`config.mk`:
```
export PLATFORM = sky130hd
export DESIGN_NAME = cabn_mul
export DESIGN_NICKNAME = d
export VERILOG_FILES = /design/src/rtl/cabn_pkg.sv /design/src/rtl/cabn_mul.sv
export SDC_FILE = /design/constraint.sdc
export NUM_CORES = 1
export LEC_CHECK = 0
export BUFFER_PORTS_ARGS = -buffer_cell sky130_fd_sc_hd__buf_2
export CORE_UTILIZATION = 55
export DETAILED_ROUTE_END_ITERATION = 16
export HOLD_SLACK_MARGIN = 0.08
export PLACE_DENSITY = 0.8
export SYNTH_ARGS = -nofsm -noshare
export SYNTH_HDL_FRONTEND = slang
export SYNTH_SLANG_ARGS = --single-unit
```
`constraint.sdc`:
```
create_clock -name clk -period 6.3 [get_ports clk]
set_input_delay 0.63 -clock clk [delete_from_list [all_inputs] [get_ports clk]]
set_output_delay 0.63 -clock clk [all_outputs]
set_load 0.005 [all_outputs]
```
`src/rtl/cabn_pkg.sv`:
```
// ----------------------------------------------------------------------------
// cabn_pkg - shared types and constants for class-aware box NMS
// Sizes, register codes, box store entry and sequencer states.
// ----------------------------------------------------------------------------
package cabn_pkg;

  localparam int MAX_BOXES  = 64;
  localparam int COORD_BITS = 12;

  localparam int IDX_W   = $clog2(MAX_BOXES);
  localparam int CNT_W   = IDX_W + 1;
  localparam int CLS_W   = 5;
  localparam int SCORE_W = 16;
  localparam int TAG_W   = 8;
  localparam int THR_W   = 17;
  localparam int EXT_W   = COORD_BITS + 1;
  localparam int AREA_W  = 2 * EXT_W;
  localparam int DEN_W   = AREA_W + 1;
  localparam int PROD_W  = DEN_W + THR_W;

  localparam int CFG_IDX_W = 2;
  localparam logic [CFG_IDX_W-1:0] REG_SAME_THR  = 2'd0;
  localparam logic [CFG_IDX_W-1:0] REG_CROSS_THR = 2'd1;

  localparam logic [THR_W-1:0] SAME_THR_RESET  = 17'd39322;
  localparam logic [THR_W-1:0] CROSS_THR_RESET = 17'd64225;

  typedef logic [COORD_BITS-1:0] coord_t;

  typedef struct packed {
    logic [CLS_W-1:0]   cls;
    logic [SCORE_W-1:0] score;
    coord_t             left;
    coord_t             top;
    coord_t             right;
    coord_t             bottom;
    logic [TAG_W-1:0]   tag;
    logic [AREA_W-1:0]  area;
  } box_t;

  typedef enum logic [3:0] {
    S_IDLE,
    S_AREA,
    S_AREA_W,
    S_INS_RD,
    S_INS_CMP,
    S_SUP_I,
    S_SUP_ILD,
    S_SUP_J,
    S_OVL,
    S_INTER,
    S_DEN,
    S_CMP,
    S_EM_SCAN,
    S_EM_LD,
    S_EM_WAIT
  } state_t;

  // inclusive pixel extent, clamped at zero
  function automatic logic [EXT_W-1:0] extent(input coord_t lo, input coord_t hi);
    logic [EXT_W-1:0] d;
    d = {1'b0, hi} - {1'b0, lo} + {{(EXT_W-1){1'b0}}, 1'b1};
    return (hi >= lo) ? d : '0;
  endfunction

endpackage

```
`src/rtl/cabn_mul.sv`:
```
// ----------------------------------------------------------------------------
// cabn_mul - shared multiplier
// Unsigned product with a registered output.
// ----------------------------------------------------------------------------
module cabn_mul (
  input  logic                         clk,
  input  logic [cabn_pkg::DEN_W-1:0]   a,
  input  logic [cabn_pkg::THR_W-1:0]   b,
  output logic [cabn_pkg::PROD_W-1:0]  prod
);

  always_ff @(posedge clk) begin
    prod <= cabn_pkg::PROD_W'(a) * cabn_pkg::PROD_W'(b);
  end

endmodule

```
# Word-level counts from Yosys, hierarchy flattened

Cells that the tools add are included.

Register bits after elaboration: 44
Bits of input ports: 45
Output and inout port bits: 44
Word-level logic and storage cells: 2

Multipliers: 1

Operators with widths:

| cell                         | count |
|---|---|
| multiplier 27 x 17 -> 44 bit | 1 |

# Longest topological paths before layout

Word-level depth: 1
Depth in mapped cells: 23

# Least setup slack after synthesis

Ideal clock, no wire load.

Kind: input to register
From: input port a[23] (netlist bit)
To: register prod[42] (netlist bit)
Library setup time: 0.136 ns
Arrival time: 6.037 ns
Required time: 6.164 ns
Path slack: 0.126 ns
Stages: 23
Buffers on the path: 3
Path through: clkbuf_1 clkbuf_1 nand2_1 fa_1 inv_1 fa_1 inv_1 fa_1 inv_1 fa_1 fa_1 inv_1 fa_1 inv_1 ha_1 buf_2 a21oi_1 o21ai_1 a211oi_1 nor3_1 o41ai_1 o41ai_1 xor2_1

Longest elaborated chain between the ends: 1

RTL lines:

| element                      | line           | source |
|---|---|---|
| start, declared              | cabn_mul.sv:7  | `input logic [cabn_pkg::DEN_W-1:0] a,` |
| multiplier 27 x 17 -> 44 bit | cabn_mul.sv:13 | `prod <= cabn_pkg::PROD_W'(a) * cabn_pkg::PROD_W'(b);` |
| end signal, assigned         | cabn_mul.sv:13 |  |
| end, declared                | cabn_mul.sv:9  | `output logic [cabn_pkg::PROD_W-1:0] prod` |

No other way between the ends.

# Worst setup path in the final report

From: input port b[7] (netlist bit)
To: register prod[43] (netlist bit)

Longest elaborated chain between the ends: 1

RTL lines:

| element                      | line           | source |
|---|---|---|
| start, declared              | cabn_mul.sv:8  | `input logic [cabn_pkg::THR_W-1:0] b,` |
| multiplier 27 x 17 -> 44 bit | cabn_mul.sv:13 |  |

No other way between the ends.

==> key figures <==
Outcome
  • Status: complete, no violations

Global route
  • GR Overflow Total: 0
  • Initial antenna violation count: 0
  • Vias in the first global route: approximately 13k
  • Largest net degree at the start of global routing: 28
  • Total track usage: 0.282
  • First-pass GRT wire length: 64100 um

Synth
  • Ys async rst share: 0
  • Netlist cell types: 60
  • Largest cells by area after synthesis: fa_1 (48%), inv_1 (10%), ha_1 (9.4%), and2_1 (7.5%), nand2_1 (7.5%)
  • Sequential share of the synthesized area: 0.0559
  • Synth area leader: fa_1
  • Cell Area, Synth: 0.0158 sq mm
  • Synth top area share: 0.475
  • Synth Register Bits: 44
  • Number of synthesized flops with an enable pin: 0
  • Main synth FF type: dfxtp_1
  • Cells after Synth: 1801
  • Net count after synthesis: about 2.3k
  • Avg Cell Area, Syn: 8.75 sq um
  • Ys Warns: 0

Layout
  • Area Growth Syn to Fin: 8.79%
  • Largest regs: prod (44)
  • Biggest register: prod
  • Layout cell share with drive strength beyond 1: 0.0968
  • Final Non-Filler Cells: 2268
  • Nets: 2426
  • Final Core Density: 0.612
  • Largest register FFs: 44
  • Antenna diodes: 0

Worst hold path
  • Hold Crit Class: primary input to register

Timing
  • Worst Max-Slew Pin Slew: approximately 0.59 ns
  • Hold Vio Cnt, Final: 0
  • Final setup violation count: 0
  • F_max: approximately 160 MHz
  • Unrepaired setup endpoints after global routing: no
  • Crit path time final: slightly above 6 ns
  • Relative slew slack: 0.609
  • Final setup margin: 0.173 ns
  • Final Cycle Share: 0.972
  • Slew Viols, Final: 0

CTS
  • CTS tree: yes
  • H-tree depth: 2
  • CTS clk-pin slew, worst paths: ~0.070 ns
  • Root Driver: clkbuf_16
  • CTS Hold Bufs: 0
  • Clock Sink Count: 44
  • CTS Buffer Depth: 2
  • Inserted Clock Buffers: 5

Critical path
  • Critical path launch point type: primary input
  • Arrival @ worst endpoint: 6.36 ns
  • Crit-path max FO: 24
  • CP required: 6.53 ns
  • Critical setup path kind: primary input to register
  • Critical path capture point type: register

Floorplanning
  • Core box area: 0.0280 sq mm
  • Top Ports: 89
  • Chip height: 171 um
  • Die ar.: just under 0.03 sq mm
  • Initial cell density of the core: 0.562
  • FP Rows: 61
  • Die outline width: 171 um

Placed design
  • Gp weighted congestion: between 0.9 and 1
  • Dpl ws: -0.105 ns
  • Placed wire-length estimate: 32700 um
  • Port Buffers: 88
  • Dpl cells: 2260

Job
  • Max cap viols: 0

Drt
  • Via count: between 10k and 15k
  • Vias/cell: approximately 5.4
  • DRC Markers: 0
  • Final ANT Viol Nets: 0
  • First-pass DRT Iterations: 6
  • DR WL/cell: 17.2 um
  • Final wirelength: 39000 um
  • Detailed Route Iter0 Violations: 917
-- metrics by stage --
stage | setup TNS [ns] | area (sq um) | hold WS (ns)
after floorplan | 0 | 15800 | 0.752
after global placement | -0.169 | 16900 | 0.984
after detailed placement | -0.384 | 16900 | 0.987
after CTS | 0 | 17100 | 0.671
after global routing | 0 | 17100 | 0.679
final | 0 | 17100 | 0.681
-- layout by cell type (no fill, tap or decap), drive strengths merged, types with 23 or more instances in the layout --
master / synthesis / final
inv: 437 / 437
fa: 374 / 374
nand2: 314 / 314
and2: 191 / 191
buf: 3 / 156
ha: 118 / 118
a21oi: 45 / 45
dfxtp: 44 / 44
nor2: 37 / 37
o21ai: 25 / 25
xnor2: 23 / 23
-- what timing repair did --
item,CTS,global route
buffers inserted,0,0
setup endpoints to repair,0,8
resized for setup,0,7
hold endpoints to repair,0,0
-- synth_stat cells, types with 2 or more instances --
library cell / n
a211oi_1: 4
o21bai_1: 5
nor3_1: 6
nand2_1: 314
o21a_1: 5
and3_1: 4
a311oi_1: 2
clkbuf_1: 76
xor2_1: 13
a31oi_1: 6
buf_2: 2
o21ai_0: 21
o21ai_1: 3
and4_1: 2
ha_1: 118
fa_1: 374
o31ai_1: 2
and2_1: 190
nand3_1: 8
nand4_1: 6
inv_1: 437
dfxtp_1: 44
xnor2_1: 23
a21oi_1: 45
nand2b_1: 3
o41ai_1: 3
a21o_1: 15
nor2_1: 37
a2111oi_2: 2
-- final cells by class --
type | instances | area (sq um)
fill | 2379 | 10900
tap | 378 | 473
multi-input combinational | 1240 | 12900
timing repair buffer | 161 | 1040
sequential | 44 | 881
clock buffer | 6 | 139
clock inverter | 2 | 38.8
inverter | 437 | 1640
-- routing by layer --
layer / GRT usage / wire, um
met4: 0.132 / 1840
met1: 0.340 / 14600
met5: 0 / 0
met2: 0.507 / 20100
met3: 0.0299 / 2490
-- worst max-delay path: stages --
cell and delay, ns:
buf_2 0.42, and2_1 0.22, fa_1 0.41, inv_1 0.08, fa_1 0.43, fa_1 0.54, inv_1 0.07, fa_1 0.52
fa_1 0.50, inv_1 0.05, fa_1 0.47, inv_1 0.04, ha_1 0.27, buf_4 0.16, a21oi_1 0.22, o221ai_1 0.21
o21a_1 0.29, a2111oi_1 0.49, nor2_1 0.12, xnor2_1 0.21
-- path summary, 6_finish.rpt --
kind / from / endpoint / slack, ns / cells past startpoint
worst max-delay path: b[7] / prod[43] / 0.17 / 20
worst min-delay path: a[0] / prod[0] / 0.68 / 2
-- logic make-up after synthesis --
family | Yosys count | synth area share
flops | 44 | 0.0559
compound gates | 131 | 0.0552
mux | 2 | 0.00135
fa+ha+maj | 492 | 0.569
xor+xnor | 36 | 0.0200
buf+inv | 517 | 0.124
simple gates | 579 | 0.175
Power is left out: the tool's default activity adds up to more than one toggle a clock period on the data nets, which glitch-free logic cannot reach.
